File: config.mk
export PLATFORM = sky130hd
export DESIGN_NAME = http_response_head_parser
export DESIGN_NICKNAME = d
export VERILOG_FILES = /design/src/hrhp_pkg.sv /design/src/hrhp_step.sv /design/src/http_response_head_parser.sv
export SDC_FILE = /design/constraint.sdc
export NUM_CORES = 1
export LEC_CHECK = 0
export ABC_AREA = 1
export BUFFER_PORTS_ARGS = -buffer_cell sky130_fd_sc_hd__buf_2
export CORE_ASPECT_RATIO = 1.4
export CORE_MARGIN = 3
export CORE_UTILIZATION = 45
export DETAILED_ROUTE_END_ITERATION = 7
export SYNTH_ARGS = -nofsm -noshare
export SYNTH_HDL_FRONTEND = slang
export SYNTH_SLANG_ARGS = --single-unit
File: constraint.sdc
create_clock -name clk -period 4.3 [get_ports clk]
set_input_delay 0.43 -clock clk [delete_from_list [all_inputs] [get_ports clk]]
set_output_delay 0.43 -clock clk [all_outputs]
set_load 0.05 [all_outputs]
File: src/hrhp_pkg.sv
package hrhp_pkg;

  typedef enum logic [3:0] {
    PH_LIT      = 4'd0,
    PH_MAJOR    = 4'd1,
    PH_DOT      = 4'd2,
    PH_MINOR    = 4'd3,
    PH_SP1      = 4'd4,
    PH_CODE     = 4'd5,
    PH_SP2      = 4'd6,
    PH_REASON   = 4'd7,
    PH_LINE     = 4'd8,
    PH_BLANK_LF = 4'd9,
    PH_NAME     = 4'd10,
    PH_OWS      = 4'd11,
    PH_VALUE    = 4'd12,
    PH_HDR_LF   = 4'd13,
    PH_BODY     = 4'd14
  } phase_t;

  localparam logic [2:0] CLS_REASON = 3'd0;
  localparam logic [2:0] CLS_NAME   = 3'd1;
  localparam logic [2:0] CLS_VCHAR  = 3'd2;
  localparam logic [2:0] CLS_VWS    = 3'd3;
  localparam logic [2:0] CLS_BODY   = 3'd4;
  localparam logic [2:0] CLS_NONE   = 3'd5;

  localparam logic [1:0] ERR_NONE  = 2'd0;
  localparam logic [1:0] ERR_CHAR  = 2'd1;
  localparam logic [1:0] ERR_TRUNC = 2'd2;

  localparam logic [7:0] CH_CR    = 8'h0d;
  localparam logic [7:0] CH_LF    = 8'h0a;
  localparam logic [7:0] CH_SP    = 8'h20;
  localparam logic [7:0] CH_HT    = 8'h09;
  localparam logic [7:0] CH_COLON = 8'h3a;
  localparam logic [7:0] CH_DOT   = 8'h2e;
  localparam logic [7:0] CH_ZERO  = 8'h30;
  localparam logic [7:0] CH_NINE  = 8'h39;

  localparam logic [2:0] LIT_LEN   = 3'd5;
  localparam logic [2:0] CODE_LEN  = 3'd3;

  typedef struct packed {
    logic [7:0] data_byte;
    logic       first_byte;
    logic       last_byte;
  } item_t;

  typedef struct packed {
    logic [7:0] out_byte;
    logic [2:0] byte_class;
    logic [3:0] http_major;
    logic [3:0] http_minor;
    logic [9:0] resp_status;
    logic       status_done;
    logic       header_done;
    logic       headers_end;
    logic [1:0] error_code;
  } result_t;

  typedef struct packed {
    phase_t     phase;
    logic [2:0] literal_index;
    logic [3:0] major_digit;
    logic [3:0] minor_digit;
    logic [9:0] code_accumulator;
    logic [7:0] held_reason_byte;
    logic       held_reason_valid;
    logic [1:0] error_flag;
  } state_t;

  localparam state_t STATE_RESET = '{
    phase:             PH_LIT,
    literal_index:     3'd0,
    major_digit:       4'd0,
    minor_digit:       4'd0,
    code_accumulator:  10'd0,
    held_reason_byte:  8'd0,
    held_reason_valid: 1'b0,
    error_flag:        ERR_NONE
  };

  // "HTTP/"
  function automatic logic [7:0] lit_char(input logic [2:0] idx);
    logic [7:0] ch;
    case (idx)
      3'd0:    ch = 8'h48;
      3'd1:    ch = 8'h54;
      3'd2:    ch = 8'h54;
      3'd3:    ch = 8'h50;
      3'd4:    ch = 8'h2f;
      default: ch = 8'h00;
    endcase
    return ch;
  endfunction

  function automatic logic is_digit(input logic [7:0] c);
    return (c >= CH_ZERO) && (c <= CH_NINE);
  endfunction

  function automatic logic is_ws(input logic [7:0] c);
    return (c == CH_SP) || (c == CH_HT);
  endfunction

endpackage

File: src/hrhp_step.sv
module hrhp_step (
  input  hrhp_pkg::state_t  state,
  input  hrhp_pkg::item_t   item,
  output hrhp_pkg::state_t  state_next,
  output hrhp_pkg::result_t result,
  output logic              has_result
);

  hrhp_pkg::state_t st;
  hrhp_pkg::state_t nx;
  logic [7:0]  c;
  logic [7:0]  ob;
  logic [2:0]  cls;
  logic        st_done;
  logic        hd_done;
  logic        h_end;
  logic        bad;
  logic [2:0]  idx_inc;
  logic [3:0]  digit;
  logic [9:0]  code_x10;

  assign c        = item.data_byte;
  assign st       = item.first_byte ? hrhp_pkg::STATE_RESET : state;
  assign idx_inc  = st.literal_index + 3'd1;
  assign digit    = 4'(c - hrhp_pkg::CH_ZERO);
  // code * 10, kept to 10 bits
  assign code_x10 = {st.code_accumulator[6:0], 3'b000} + {st.code_accumulator[8:0], 1'b0};

  always_comb begin
    nx      = st;
    ob      = 8'd0;
    cls     = hrhp_pkg::CLS_NONE;
    st_done = 1'b0;
    hd_done = 1'b0;
    h_end   = 1'b0;
    bad     = 1'b0;

    if (st.error_flag == hrhp_pkg::ERR_NONE) begin
      case (st.phase)
        hrhp_pkg::PH_LIT: begin
          if ((st.literal_index < hrhp_pkg::LIT_LEN) &&
              (c == hrhp_pkg::lit_char(st.literal_index))) begin
            if (idx_inc == hrhp_pkg::LIT_LEN) begin
              nx.literal_index = 3'd0;
              nx.phase         = hrhp_pkg::PH_MAJOR;
            end else begin
              nx.literal_index = idx_inc;
            end
          end else begin
            bad = 1'b1;
          end
        end
        hrhp_pkg::PH_MAJOR: begin
          if (hrhp_pkg::is_digit(c)) begin
            nx.major_digit = digit;
            nx.phase       = hrhp_pkg::PH_DOT;
          end else begin
            bad = 1'b1;
          end
        end
        hrhp_pkg::PH_DOT: begin
          if (c == hrhp_pkg::CH_DOT) nx.phase = hrhp_pkg::PH_MINOR;
          else bad = 1'b1;
        end
        hrhp_pkg::PH_MINOR: begin
          if (hrhp_pkg::is_digit(c)) begin
            nx.minor_digit = digit;
            nx.phase       = hrhp_pkg::PH_SP1;
          end else begin
            bad = 1'b1;
          end
        end
        hrhp_pkg::PH_SP1: begin
          if (c == hrhp_pkg::CH_SP) begin
            nx.phase            = hrhp_pkg::PH_CODE;
            nx.literal_index    = 3'd0;
            nx.code_accumulator = 10'd0;
          end else begin
            bad = 1'b1;
          end
        end
        hrhp_pkg::PH_CODE: begin
          if (hrhp_pkg::is_digit(c)) begin
            nx.code_accumulator = code_x10 + {6'd0, digit};
            if (idx_inc >= hrhp_pkg::CODE_LEN) begin
              nx.literal_index = 3'd0;
              nx.phase         = hrhp_pkg::PH_SP2;
            end else begin
              nx.literal_index = idx_inc;
            end
          end else begin
            bad = 1'b1;
          end
        end
        hrhp_pkg::PH_SP2: begin
          if (c == hrhp_pkg::CH_SP) begin
            nx.phase             = hrhp_pkg::PH_REASON;
            nx.held_reason_valid = 1'b0;
            nx.held_reason_byte  = 8'd0;
          end else begin
            bad = 1'b1;
          end
        end
        hrhp_pkg::PH_REASON: begin
          // reason bytes go out one late; the one before LF is dropped
          if (c == hrhp_pkg::CH_LF) begin
            if (st.held_reason_valid) begin
              nx.held_reason_valid = 1'b0;
              nx.held_reason_byte  = 8'd0;
              st_done              = 1'b1;
              nx.phase             = hrhp_pkg::PH_LINE;
            end else begin
              bad = 1'b1;
            end
          end else begin
            if (st.held_reason_valid) begin
              ob  = st.held_reason_byte;
              cls = hrhp_pkg::CLS_REASON;
            end
            nx.held_reason_byte  = c;
            nx.held_reason_valid = 1'b1;
          end
        end
        hrhp_pkg::PH_LINE: begin
          if (c == hrhp_pkg::CH_CR) begin
            nx.phase = hrhp_pkg::PH_BLANK_LF;
          end else if (c == hrhp_pkg::CH_COLON) begin
            nx.phase = hrhp_pkg::PH_OWS;
          end else begin
            ob       = c;
            cls      = hrhp_pkg::CLS_NAME;
            nx.phase = hrhp_pkg::PH_NAME;
          end
        end
        hrhp_pkg::PH_BLANK_LF: begin
          if (c == hrhp_pkg::CH_LF) begin
            h_end    = 1'b1;
            nx.phase = hrhp_pkg::PH_BODY;
          end else begin
            bad = 1'b1;
          end
        end
        hrhp_pkg::PH_NAME: begin
          if (c == hrhp_pkg::CH_COLON) begin
            nx.phase = hrhp_pkg::PH_OWS;
          end else begin
            ob  = c;
            cls = hrhp_pkg::CLS_NAME;
          end
        end
        hrhp_pkg::PH_OWS, hrhp_pkg::PH_VALUE: begin
          if (c == hrhp_pkg::CH_CR) begin
            nx.phase = hrhp_pkg::PH_HDR_LF;
          end else if (hrhp_pkg::is_ws(c)) begin
            // leading whitespace skipped, inner whitespace marked
            if (st.phase == hrhp_pkg::PH_VALUE) begin
              ob  = c;
              cls = hrhp_pkg::CLS_VWS;
            end
          end else if (c <= hrhp_pkg::CH_SP) begin
            bad = 1'b1;
          end else begin
            ob       = c;
            cls      = hrhp_pkg::CLS_VCHAR;
            nx.phase = hrhp_pkg::PH_VALUE;
          end
        end
        hrhp_pkg::PH_HDR_LF: begin
          if (c == hrhp_pkg::CH_LF) begin
            hd_done  = 1'b1;
            nx.phase = hrhp_pkg::PH_LINE;
          end else begin
            bad = 1'b1;
          end
        end
        hrhp_pkg::PH_BODY: begin
          ob  = c;
          cls = hrhp_pkg::CLS_BODY;
        end
        default: begin
          bad = 1'b1;
        end
      endcase

      if (bad) begin
        nx.error_flag = hrhp_pkg::ERR_CHAR;
        ob            = 8'd0;
        cls           = hrhp_pkg::CLS_NONE;
        st_done       = 1'b0;
        hd_done       = 1'b0;
        h_end         = 1'b0;
      end else if (item.last_byte && (nx.phase != hrhp_pkg::PH_BODY)) begin
        nx.error_flag = hrhp_pkg::ERR_TRUNC;
      end
    end
  end

  assign state_next = nx;
  assign has_result = (cls != hrhp_pkg::CLS_NONE) || st_done || hd_done || h_end ||
                      (nx.error_flag != hrhp_pkg::ERR_NONE);

  assign result.out_byte    = ob;
  assign result.byte_class  = cls;
  assign result.http_major  = nx.major_digit;
  assign result.http_minor  = nx.minor_digit;
  assign result.resp_status = nx.code_accumulator;
  assign result.status_done = st_done;
  assign result.header_done = hd_done;
  assign result.headers_end = h_end;
  assign result.error_code  = nx.error_flag;

endmodule

File: src/http_response_head_parser.sv
// HTTP response head parser, one byte per transaction. Each accepted byte sits
// in an input register, passes through the parse step and, if it yields a
// result, lands in the output register once that register is free. A new
// byte is taken every cycle while the result side keeps up; bytes that yield
// no result (literal, digits, ':', skipped whitespace, CR) never wait on the
// result side. Throughput is one byte per cycle unless the result side
// stalls. Errors are sticky until a byte with first_byte set.
module http_response_head_parser (
  input  logic               clk,
  input  logic               rst,
  input  logic               item_valid,
  output logic               item_ready,
  input  hrhp_pkg::item_t    item,
  output logic               result_valid,
  input  logic               result_ready,
  output hrhp_pkg::result_t  result
);

  logic              hold_valid;
  hrhp_pkg::item_t   hold_item;
  hrhp_pkg::state_t  state;
  hrhp_pkg::state_t  state_next;
  hrhp_pkg::result_t step_result;
  logic              step_has_result;
  logic              out_free;
  logic              step_fire;

  hrhp_step u_step (
    .state      (state),
    .item       (hold_item),
    .state_next (state_next),
    .result     (step_result),
    .has_result (step_has_result)
  );

  assign out_free   = !result_valid || result_ready;
  assign step_fire  = hold_valid && (!step_has_result || out_free);
  assign item_ready = !hold_valid || step_fire;

  always_ff @(posedge clk) begin
    if (rst) begin
      hold_valid   <= 1'b0;
      result_valid <= 1'b0;
      state        <= hrhp_pkg::STATE_RESET;
    end else begin
      if (item_ready) begin
        hold_valid <= item_valid;
      end
      if (step_fire) begin
        state <= state_next;
      end
      if (step_fire && step_has_result) begin
        result_valid <= 1'b1;
      end else if (result_ready) begin
        result_valid <= 1'b0;
      end
    end
  end

  always_ff @(posedge clk) begin
    if (item_valid && item_ready) begin
      hold_item <= item;
    end
    if (step_fire && step_has_result) begin
      result <= step_result;
    end
  end

endmodule

==> results of run 1 <==
## sequential cells by signal, summed over array words and instances, names as in the netlist
name	cells
hold_item	10
hold_valid	1
result	34
result_valid	1
state	36
## routing by layer
layer / part of all wire / global-route usage
met1: 0.40 / 0.293
met2: 0.51 / 0.465
met3: 0.043 / 0.0370
met4: 0.050 / 0.129
met5: 0 / 0
## report_power, final
part	leakage, nW	total, mW	switching [mW]	internal [mW]
clock	0.139	0.768	0.359	0.409
sequential	0.715	0.925	0.0404	0.885
combinational	1.93	0.419	0.303	0.116
## final cells by class
class,instances,share of cell area
flip-flops and latches,82,0.344
clock buffers,9,0.0372
clock inverters,7,0.0118
well taps,144,0.0298
repair buffers,56,0.0513
inverters,82,0.0509
multi-input cells,556,0.475
## stage by stage
stage	hold WS (ns)	setup WS (ns)
6_report	0.258	0.368
5_1_grt	0.244	0.0173
4_1_cts	0.244	0.367
3_5_place_dp	0.471	0.638
3_3_place_gp	0.462	0.741
2_1_floorplan	0.452	0.492
## placed cells by master, fill, tap and decap left out, drive strengths merged, types with 2 or more instances in the layout
master    Yosys  layout
clkbuf        9       9
a22oi         8       8
and2          2       2
o32ai         4       4
a21oi        57      57
nor3         11      11
o21ai        31      31
edfxtp       44      44
buf          17      56
clkinv        1       2
a31oi         6       6
o21a          6       6
clkinvlp      0       2
nor2        129     129
a32oi         2       2
ha           19      19
xnor2         2       2
nand3        64      64
nand4         7       7
nand2       178     178
nand3b       19      19
a211oi        2       2
fa            2       2
dfxtp        38      38
inv          81      85
o22ai         3       3
## kinds of logic after synthesis
logic type,Yosys count,synth area share
flops,82,0.384
simple gates,410,0.342
xor+xnor,3,0.00485
compound gates,122,0.132
fa+ha+maj,21,0.0513
buf+inv,108,0.0850
## final timing paths
kind	end	slack, ns
worst max-delay path	item_ready	0.37
worst min-delay path	hold_item[3]$_DFFE_PP_	0.26
worst max register to register	result[19]$_DFFE_PP_	0.60
worst min register to register	state[15]$_SDFFE_PP0P_	0.48
## critical path, cell delays in order (launching register included)
cell	delay, ns
edfxtp_1	0.55
inv_2	0.35
nand2_1	0.16
inv_1	0.13
ha_1	0.17
inv_1	0.04
nand2_1	0.06
nand2_1	0.10
nand3_1	0.10
nand2_1	0.06
nor2_1	0.14
nand2_1	0.12
nand2_2	0.11
nand3_2	0.11
nand2_1	0.10
nand2_2	0.07
nor3_2	0.25
nand3_4	0.14
nand3_1	0.12
buf_2	0.28
==> key figures, run 1 <==
Synth
  • Synthesized area: 5420 µm²
  • Synthesized Nets: between 700 and 800
  • Post-synth top area cell: edfxtp_1
  • Top post-synthesis cells by count: 165 x nand2_1, 125 x nor2_1, 74 x inv_1, 58 x nand3_1, 57 x a21oi_1
  • Sequential fraction of the synthesis area: 0.384
  • Netlist cell types: 43
  • Synth warn: 0
  • Syn Area/Cell: roughly 7.3 µm²
  • Largest cells by area after synthesis: edfxtp_1 24%, dfxtp_1 14%, nand2_1 11%, nor2_1 8.7%, nand3_1 5.4%
  • Gate Count Post-Synth: ~750
  • Post-synth EDFFs: 44
  • Top_reg_cell synth: edfxtp_1
  • Count leader, synth: nand2_1
  • Flops & latches, synth: between 80 and 90
  • Async set-or-reset flop fraction in the synthesized netlist: 0
  • Synth top area share: 0.244

STA
  • Setup TNS Final: 0 ns
  • Final setup vio count: 0
  • Period utilization: 0.914
  • Min Clock Period, post-route: between 3 and 4 ns
  • RSZ-0062 raised after global routing: no
  • Worst slew pin tran: 1.18 ns
  • Clock skew: 0.00591 ns
  • Rel. slew slack: 0.212
  • Max frequency: around 250 MHz
  • Endpoints failing hold: 0
  • Slew Viols, Final: 0

Global routing
  • Vias in the first global route: around 5000
  • Initial antenna violation count: 0
  • Largest net degree at the start of global routing: 70
  • Global-route wire length before repair: 26600 µm
  • All-Layer GR Usage: 0.257
  • Overflow after GRT: 0

Floorplanning
  • Io pins: 50
  • Die area: approximately 13000 µm²
  • Die Wd: about 100 µm
  • DIE HEIGHT: 136 µm
  • Rows: 46
  • Core box area: 11600 µm²
  • Initial Util: 0.468

Hold path
  • Hold Crit Depth: 1
  • Critical hold path startpoint: item[3]
  • Hold Path Class: input pin to flop

Clocking
  • CTS Hold Bufs: 0
  • Post-CTS Setup Bufs: 0
  • Root Buffer: clkbuf_16
  • Clock buffer count from CTS: 9
  • TritonCTS clock tree: yes
  • H-tree depth: 3
  • Clock Tree Buf Depth: 2
  • Worst-path clk slew: 0.07 ns
  • Clock Latency Late Sink: 0.34 ns
  • # clock sinks: between 80 and 90
  • CTS resizes: 0

Worst setup path
  • Critical path launch point: hold_item[1]$_DFFE_PP_
  • CP max FO: 13
  • R2r startpoint: hold_item[1]$_DFFE_PP_
  • R2R cell count: 21
  • Worst Path Arrival: between 3 and 4 ns
  • Critical path required time: between 3 and 4 ns
  • Crit Path Category: flop to output port
  • CP endpoint kind: output port
  • CP startpoint kind: flop

Final layout
  • Final instance area: roughly 6100 µm²
  • N_diodes: 0
  • Area Overhead vs Synth: 11.7%
  • Layout cells sized above 1: 0.135
  • Nets: 822
  • Filler cells: between 1000 and 1500
  • Multi-input gate area: roughly 2900 µm²
  • Post-route insts no fill: 936
  • Register Area: 2080 µm²
  • Final Util: 0.523

Power
  • Tot Pwr: roughly 2.1 mW
  • Power Dens Cells: 349 nW/µm²
  • Static Leakage: 2.78 nW
  • Max VDD drop: 0.000249 V

Detailed routing
  • Wire length per cell: approximately 18 µm
  • Detailed-router iteration count before antenna repair: 7
  • DRT antenna net count: 0
  • Routed vias/inst: 5.58
  • Number of remaining DRC errors: 0
  • DRT Wirelength: approximately 17000 µm
  • Routed vias: between 5000 and 6000
  • 1st-iter DRT viols: approximately 370

Run
  • Max-cap violations: 0

Outcome
  • Outcome: completed

Placed design
  • PortBufs: around 50
  • GP Congestion: approximately 1.0
  • Cell Area, Placed: between 5000 and 6000 µm²
  • # placed instances: between 900 and 1000
  • Detail Placement HPWL: 12900 µm
Power figures use the tool's default switching activity.
==> run 2: changes to the inputs <==
Settings changed: CORE_UTILIZATION 45 to 57, CTS_BUF_LIST from default to sky130_fd_sc_hd__clkbuf_16, PLACE_DENSITY from default to 0.77.
==> run 2 against run 1 <==
  * Clock power decreased by 0.7%
  * Via count increased by 2.1%
  * Global-route usage up 5.2 points
  * Setup slack worse by 0.15 ns
  * Largest cell class unchanged
==> key figures, run 2 (synthesized netlist as in run 1, its figures left out) <==
Worst setup path
  • Worst Path Arrival: 3.65 ns (was 3.50 ns)
  • Critical path required time: 3.87 ns (about the same)
  • R2r setup slk: 0.37 ns (was 0.60 ns)
  • CP endpoint kind: output port (unchanged)
  • CP max FO: 21 (was 13)
  • CP startpoint kind: flop (unchanged)
  • Crit Path Category: flop to output port (unchanged)

Power
  • Seq pwr share: 0.439 (was 0.438)
  • Max VDD drop: 0.000255 V (was 0.000249 V)
  • Sw power: 697 µW (was 703 µW)
  • Pint: 1.41 mW (about the same)
  • Static Leakage: 2.78 nW (about the same)
  • Combinational Power Share: 0.198 (was 0.199)
  • Switching Share: 0.331 (was 0.333)
  • Power Dens Cells: 350 nW/µm² (was 349 nW/µm²)
  • Tot Pwr: 2.11 mW (about the same)
  • Clock network power share: 0.362 (was 0.363)

Placed design
  • GP Congestion: 1.04 (was 1.01)
  • Placement Setup Slack: 0.510 ns (was 0.638 ns)
  • Detail Placement HPWL: 11800 µm (was 12900 µm)
  • PortBufs: 49 (unchanged)

Final layout
  • Most flop-heavy register: state (unchanged)
  • Filler cells: 811 (was 1134)
  • Most frequent cells in the layout: 165 x nand2_1, 125 x nor2_1, 74 x inv_1 (unchanged)
  • Area Overhead vs Synth: 11.0% (was 11.7%)
  • Nets: 823 (was 822)
  • Largest regs: state (36), result (34), hold_item (10) (unchanged)
  • N_diodes: 0 (unchanged)
  • Commonest non-fill, non-tap cell in the layout: nand2_1 (unchanged)
  • Layout cells sized above 1: 0.136 (was 0.135)
  • Max reg flops: 36 (unchanged)

STA
  • Setup TNS Final: 0 ns (unchanged)
  • Slew Viols, Final: 0 (unchanged)
  • Hold slack final: 0.256 ns (was 0.258 ns)
  • Rel. slew slack: 0.264 (was 0.212)
  • Period utilization: 0.948 (was 0.914)
  • Final setup vio count: 0 (unchanged)
  • Endpoints failing hold: 0 (unchanged)
  • Worst slew pin tran: 1.10 ns (was 1.18 ns)
  • Min Clock Period, post-route: 4.08 ns (was 3.93 ns)
  • Final Worst Setup Slack: 0.221 ns (was 0.368 ns)
  • Max frequency: 245 MHz (was 254 MHz)
  • Clock skew: 0.00561 ns (was 0.00591 ns)
  • RSZ-0062 raised after global routing: no (unchanged)

Floorplanning
  • DIE HEIGHT: 121 µm (was 136 µm)
  • Initial Util: 0.593 (was 0.468)
  • Die area: 10700 µm² (was 13400 µm²)
  • Rows: 41 (was 46)
  • Die Wd: 88.4 µm (was 98.7 µm)
  • Io pins: 50 (unchanged)
  • Core box area: 9130 µm² (was 11600 µm²)

Hold path
  • Hold Path Class: input pin to flop (unchanged)

Global routing
  • Overflow after GRT: 0 (unchanged)
  • Largest net degree at the start of global routing: 70 (unchanged)
  • All-Layer GR Usage: 0.309 (was 0.257)
  • Initial antenna violation count: 0 (unchanged)
  • Global-route wire length before repair: 25200 µm (was 26600 µm)
  • Vias in the first global route: 5053 (was 5010)

Detailed routing
  • Number of remaining DRC errors: 0 (unchanged)
  • Routed vias: 5328 (was 5219)
  • Detailed-router iteration count before antenna repair: 5 (was 7)
  • 1st-iter DRT viols: 445 (was 369)
  • DRT antenna net count: 0 (unchanged)
  • Wire length per cell: 17.8 µm (was 18.2 µm)
  • Routed vias/inst: 5.92 (was 5.58)
  • DRT Wirelength: 16000 µm (was 17100 µm)

Clocking
  • H-tree depth: 3 (unchanged)
  • Worst-path clk slew: 0.07 ns (about the same)
  • Clock buffer count from CTS: 9 (unchanged)
  • Clock Latency Late Sink: 0.35 ns (was 0.34 ns)
  • Post-CTS Setup Bufs: 0 (unchanged)
  • TritonCTS clock tree: yes (unchanged)
  • Clock Tree Buf Depth: 2 (unchanged)
  • # clock sinks: 82 (unchanged)
  • Root Buffer: clkbuf_16 (unchanged)
  • CTS resizes: 0 (unchanged)
  • CTS Hold Bufs: 0 (unchanged)

Outcome
  • Outcome: completed (unchanged)

Run
  • Max-cap violations: 0 (unchanged)
[run 2: cell types whose count changed in the layout (fill, tap and decap cells not counted), sizes merged]
| cell | delta |
|---|---|
| inv | -1 |
| clkinv | +1 |
| buf | +1 |
[run 2: per-layer routing]
metal / up-vias / GRT usage / share of wire
met4: 0 / 0.169 / 0.050
met2: 248 / 0.530 / 0.51
met3: 62 / 0.0380 / 0.059
li1: 2573 / - / -
met5: - / 0 / 0
met1: 2445 / 0.368 / 0.38
[run 2: power groups by stage]
stage	Clock (mW)	Sequential (mW)	Combinational, mW
6_report	0.763	0.925	0.418
5_1_grt	0.804	0.929	0.457
4_1_cts	0.766	0.923	0.415
3_5_place_dp	0	0.940	0.413
3_3_place_gp	0	0.939	0.404
2_1_floorplan	0	1.01	0.238
[run 2: worst max-delay path: stages (launching register included)]
cell and delay (ns):
edfxtp_1 0.57, inv_2 0.20, buf_4 0.34, nand2_1 0.19
nand2_1 0.26, nor2_1 0.15, nand2_1 0.09, nand2_1 0.05
inv_1 0.05, nand2_1 0.06, nor2_1 0.15, nand3_2 0.12
nand2_1 0.10, nand2_2 0.09, nor3_2 0.26, nand3_4 0.13
nand3_1 0.16, buf_2 0.30
[run 2: cell type report]
cell class / count / area (µm²) / area share
multi-input combinational: 556 / 2870 / 0.478
timing repair buffer: 57 / 318 / 0.0529
sequential: 82 / 2080 / 0.346
inverter: 82 / 308 / 0.0512
clock buffer: 9 / 225 / 0.0375
clock inverter: 7 / 71.3 / 0.0119
tap: 107 / 134 / 0.0223
[run 2: worst paths after layout]
path | depth (start not counted) | startpoint | endpoint
worst max-delay path | 17 | hold_item[1]$_DFFE_PP_ | item_ready
worst min-delay path | 1 | item[4] | hold_item[4]$_DFFE_PP_
worst max register to register | 20 | hold_item[1]$_DFFE_PP_ | state[12]$_SDFFE_PP0P_
worst min register to register | 2 | state[28]$_SDFFE_PP0P_ | state[28]$_SDFFE_PP0P_
[run 2: through the flow]
step	std cells	instance area (µm²)	utilization
after floorplan	746	5420	-
after global placement	884	5720	0.626
after detailed placement	884	5720	0.626
after CTS	900	6010	0.659
after global routing	900	6010	0.659
final	900	6010	0.659
==> run 3: changes to the inputs <==
Settings changed: ABC_AREA 1 to default.
==> run 3 against run 2 <==
  * Cell area shrank 2.7%
  * Synthesized cell count shrank 26%
  * Clock-buffer cell count is the same
  * Register-to-register slack lost 0.03 ns
  * Sequential cell count is the same
  * Highest routed layer unchanged
==> key figures, run 3 <==
Detailed routing
  • Routed vias/inst: 6.59 (was 5.92)
  • Detailed-router iteration count before antenna repair: 5 (unchanged)
  • 1st-iter DRT viols: 655 (was 445)
  • Number of remaining DRC errors: 0 (unchanged)
  • Routed vias: 4775 (was 5328)
  • DRT Wirelength: 16000 µm (about the same)
  • Wire length per cell: 22.0 µm (was 17.8 µm)
  • DRT antenna net count: 0 (unchanged)

Hold path
  • Hold Path Class: input pin to flop (unchanged)
  • Hold Crit Depth: 1 (unchanged)

Clocking
  • Clock Tree Buf Depth: 2 (unchanged)
  • # clock sinks: 82 (unchanged)
  • Clock Latency Late Sink: 0.34 ns (was 0.35 ns)
  • CTS Hold Bufs: 0 (unchanged)
  • Clock buffer count from CTS: 9 (unchanged)
  • Root Buffer: clkbuf_16 (unchanged)
  • H-tree depth: 3 (unchanged)
  • TritonCTS clock tree: yes (unchanged)
  • Worst-path clk slew: 0.06 ns (was 0.07 ns)

Global routing
  • Overflow after GRT: 0 (unchanged)
  • Initial antenna violation count: 0 (unchanged)
  • All-Layer GR Usage: 0.330 (was 0.309)
  • Global-route wire length before repair: 25100 µm (was 25200 µm)
  • Largest net degree at the start of global routing: 35 (was 70)
  • Vias in the first global route: 4649 (was 5053)

Worst setup path
  • CP startpoint kind: flop (unchanged)
  • Critical path required time: 3.87 ns (about the same)
  • Worst path most repeated cell: or3b_1 (was nand2_1)
  • Critical Path, Cell by Cell: or3b_1 > or4_4 > a211oi_4 > nand4_4 > or3_4 > nand2_1 > nor3_2 > or3b_1 > buf_4 (was inv_2 > buf_4 > nand2_1 > nand2_1 > nor2_1 > nand2_1 > nand2_1 > inv_1 > nand2_1 > nor2_1 > nand3_2 > nand2_1 > nand2_2 > nor3_2 > nand3_4 > nand3_1 > buf_2)
  • Total stage count of the critical path: 9 (was 17)
  • CP endpoint kind: output port (unchanged)
  • R2R cell count: 8 (was 20)
  • Cell family with the largest share of critical-path delay: simple AND/OR/NAND/NOR gates (unchanged)
  • CP peak stage delay: 0.57 ns (about the same)
  • R2r setup slk: 0.34 ns (was 0.37 ns)
  • Worst Path Arrival: 3.71 ns (was 3.65 ns)
  • CP max FO: 10 (was 21)
  • Crit path buf inv count: 1 (was 4)
  • Slowest CP cell: edfxtp_1 (unchanged)
  • Crit Path Category: flop to output port (unchanged)

Final layout
  • Filler cells: 599 (was 811)
  • Multi-input gate area: 2690 µm² (was 2870 µm²)
  • Register Area: 2080 µm² (about the same)
  • Largest regs: state (36), result (34), hold_item (10) (unchanged)
  • Most frequent cells in the layout: 68 x nor2_1, 58 x nand2_1, 48 x buf_2 (was 165 x nand2_1, 125 x nor2_1, 74 x inv_1)
  • Area Overhead vs Synth: 17.6% (was 11.0%)
  • Commonest non-fill, non-tap cell in the layout: nor2_1 (was nand2_1)
  • Max reg flops: 36 (unchanged)
  • Layout cells sized above 1: 0.194 (was 0.136)
  • N_diodes: 0 (unchanged)
  • Nets: 653 (was 823)
  • Most flop-heavy register: state (unchanged)

Synth
  • Sequential fraction of the synthesis area: 0.419 (was 0.384)
  • Top post-synthesis cells by count: 69 x nor2_1, 58 x nand2_1, 44 x edfxtp_1, 38 x dfxtp_1 (was 165 x nand2_1, 125 x nor2_1, 74 x inv_1, 58 x nand3_1, 57 x a21oi_1)
  • Syn Area/Cell: 8.96 µm² (was 7.26 µm²)
  • Flops & latches, synth: 82 (unchanged)
  • Synth warn: 0 (unchanged)
  • Synth top area share: 0.266 (was 0.244)
  • Post-synth top area cell: edfxtp_1 (unchanged)
  • Top_reg_cell synth: edfxtp_1 (unchanged)
  • Gate Count Post-Synth: 555 (was 746)
  • Count leader, synth: nor2_1 (was nand2_1)
  • Netlist cell types: 76 (was 43)
  • Synthesized Nets: 590 (was 781)
  • Synthesized area: 4970 µm² (was 5420 µm²)
  • Post-synth EDFFs: 44 (unchanged)
  • Async set-or-reset flop fraction in the synthesized netlist: 0 (unchanged)
  • Largest cells by area after synthesis: edfxtp_1 27%, dfxtp_1 15%, nor2_1 5.2%, ha_1 4.8%, nand2_1 4.4% (was edfxtp_1 24%, dfxtp_1 14%, nand2_1 11%, nor2_1 8.7%, nand3_1 5.4%)

STA
  • Final Worst Setup Slack: 0.158 ns (was 0.221 ns)
  • Rel. slew slack: 0.272 (was 0.264)
  • Period utilization: 0.963 (was 0.948)
  • Endpoints failing hold: 0 (unchanged)
  • Min Clock Period, post-route: 4.14 ns (was 4.08 ns)
  • Slew Viols, Final: 0 (unchanged)
  • Final setup vio count: 0 (unchanged)
  • Max frequency: 241 MHz (was 245 MHz)
  • Worst slew pin tran: 1.09 ns (was 1.10 ns)
  • Clock skew: 0.00921 ns (was 0.00561 ns)

Power
  • Tot Pwr: 2.13 mW (was 2.11 mW)
  • Max VDD drop: 0.000362 V (was 0.000255 V)
  • Power Dens Cells: 364 nW/µm² (was 350 nW/µm²)
  • Static Leakage: 2.26 nW (was 2.78 nW)

Placed design
  • GP Congestion: 1.09 (was 1.04)
  • Detail Placement HPWL: 11700 µm (was 11800 µm)
  • Placement Setup Slack: 0.163 ns (was 0.510 ns)
  • PortBufs: 49 (unchanged)

Floorplanning
  • Core box area: 8340 µm² (was 9130 µm²)
  • DIE HEIGHT: 117 µm (was 121 µm)
  • Initial Util: 0.596 (was 0.593)
  • Rows: 39 (was 41)
  • Die Wd: 85.0 µm (was 88.4 µm)
  • Die area: 9900 µm² (was 10700 µm²)
  • Io pins: 50 (unchanged)

Outcome
  • Outcome: completed (unchanged)

Run
  • Max-cap violations: 0 (unchanged)
-- run 3: cell types whose count changed in the layout (fill, tap and decap cells not counted), sizes merged, moves of 6 or more --
cell / before / now
nor2b: 0 / 17
nand2: 178 / 58
inv: 84 / 24
nor4: 0 / 8
nand3: 64 / 9
nor2: 129 / 69
a211oi: 2 / 8
nand3b: 19 / 4
a22o: 0 / 11
nand2b: 0 / 7
a21o: 0 / 9
buf: 57 / 85
nor3: 11 / 28
a21oi: 57 / 23
-- run 3: worst register-to-register path: stages (launching register included) --
cell	delay (ns)
edfxtp_1	0.57
or3b_1	0.44
or4_4	0.53
a211oi_4	0.36
nand4_4	0.21
or3_4	0.45
nand2_1	0.10
nor3_2	0.07
nor2_4	0.85
-- run 3: stage by stage --
stage	util	hold WS [ns]	setup TNS (ns)	cells	instance area, µm²
floorplan	-	0.441	-1.45	555	4980
global placement	0.650	0.463	0	700	5420
detailed placement	0.650	0.470	0	700	5420
CTS	0.691	0.266	0	716	5770
global route	0.701	0.271	-0.00272	725	5850
finish	0.701	0.272	0	725	5850
-- run 3: metal layers --
metal	GRT usage	routed length, µm	part of all wire
met3	0.0487	1120	0.070
met4	0.246	1170	0.073
met2	0.562	8070	0.51
met1	0.375	5600	0.35
met5	0	0	0
-- run 3: worst paths after layout --
check	start	end
worst max-delay path	hold_item[8]$_DFFE_PP_	item_ready
worst min-delay path	item[2]	hold_item[2]$_DFFE_PP_
worst max register to register	hold_item[8]$_DFFE_PP_	result[24]$_DFFE_PP_
worst min register to register	state[16]$_SDFFE_PP0P_	state[16]$_SDFFE_PP0P_
-- run 3: cells by family after synthesis --
logic type      share of synthesized area
xor+xnor                           0.0229
compound gates                      0.190
mux                               0.00201
buf+inv                            0.0460
flops                               0.419
fa+ha+maj                          0.0558
simple gates                        0.264
-- run 3: what timing repair did --
item / CTS / global route
pin swaps: 0 / 2
buffers inserted: 0 / 9
resized for setup: 1 / 6
endpoints found under the hold margin: 0 / 0
setup endpoints to repair: 1 / 35
cloned: 0 / 0
-- run 3: layout make-up --
type,instances,area share
Clock inverter,7,0.0186
Timing Repair Buffer,85,0.0907
Inverter,22,0.0141
Multi-Input combinational cell,418,0.460
Sequential cell,82,0.356
Tap cell,102,0.0218
Clock buffer,9,0.0385
-- run 3: report_power, final --
part           switching, mW  internal (mW)  total (mW)
Clock                  0.328          0.521       0.848
Combinational          0.252          0.116       0.368
Sequential            0.0417          0.872       0.914
Total                  0.622           1.51        2.13
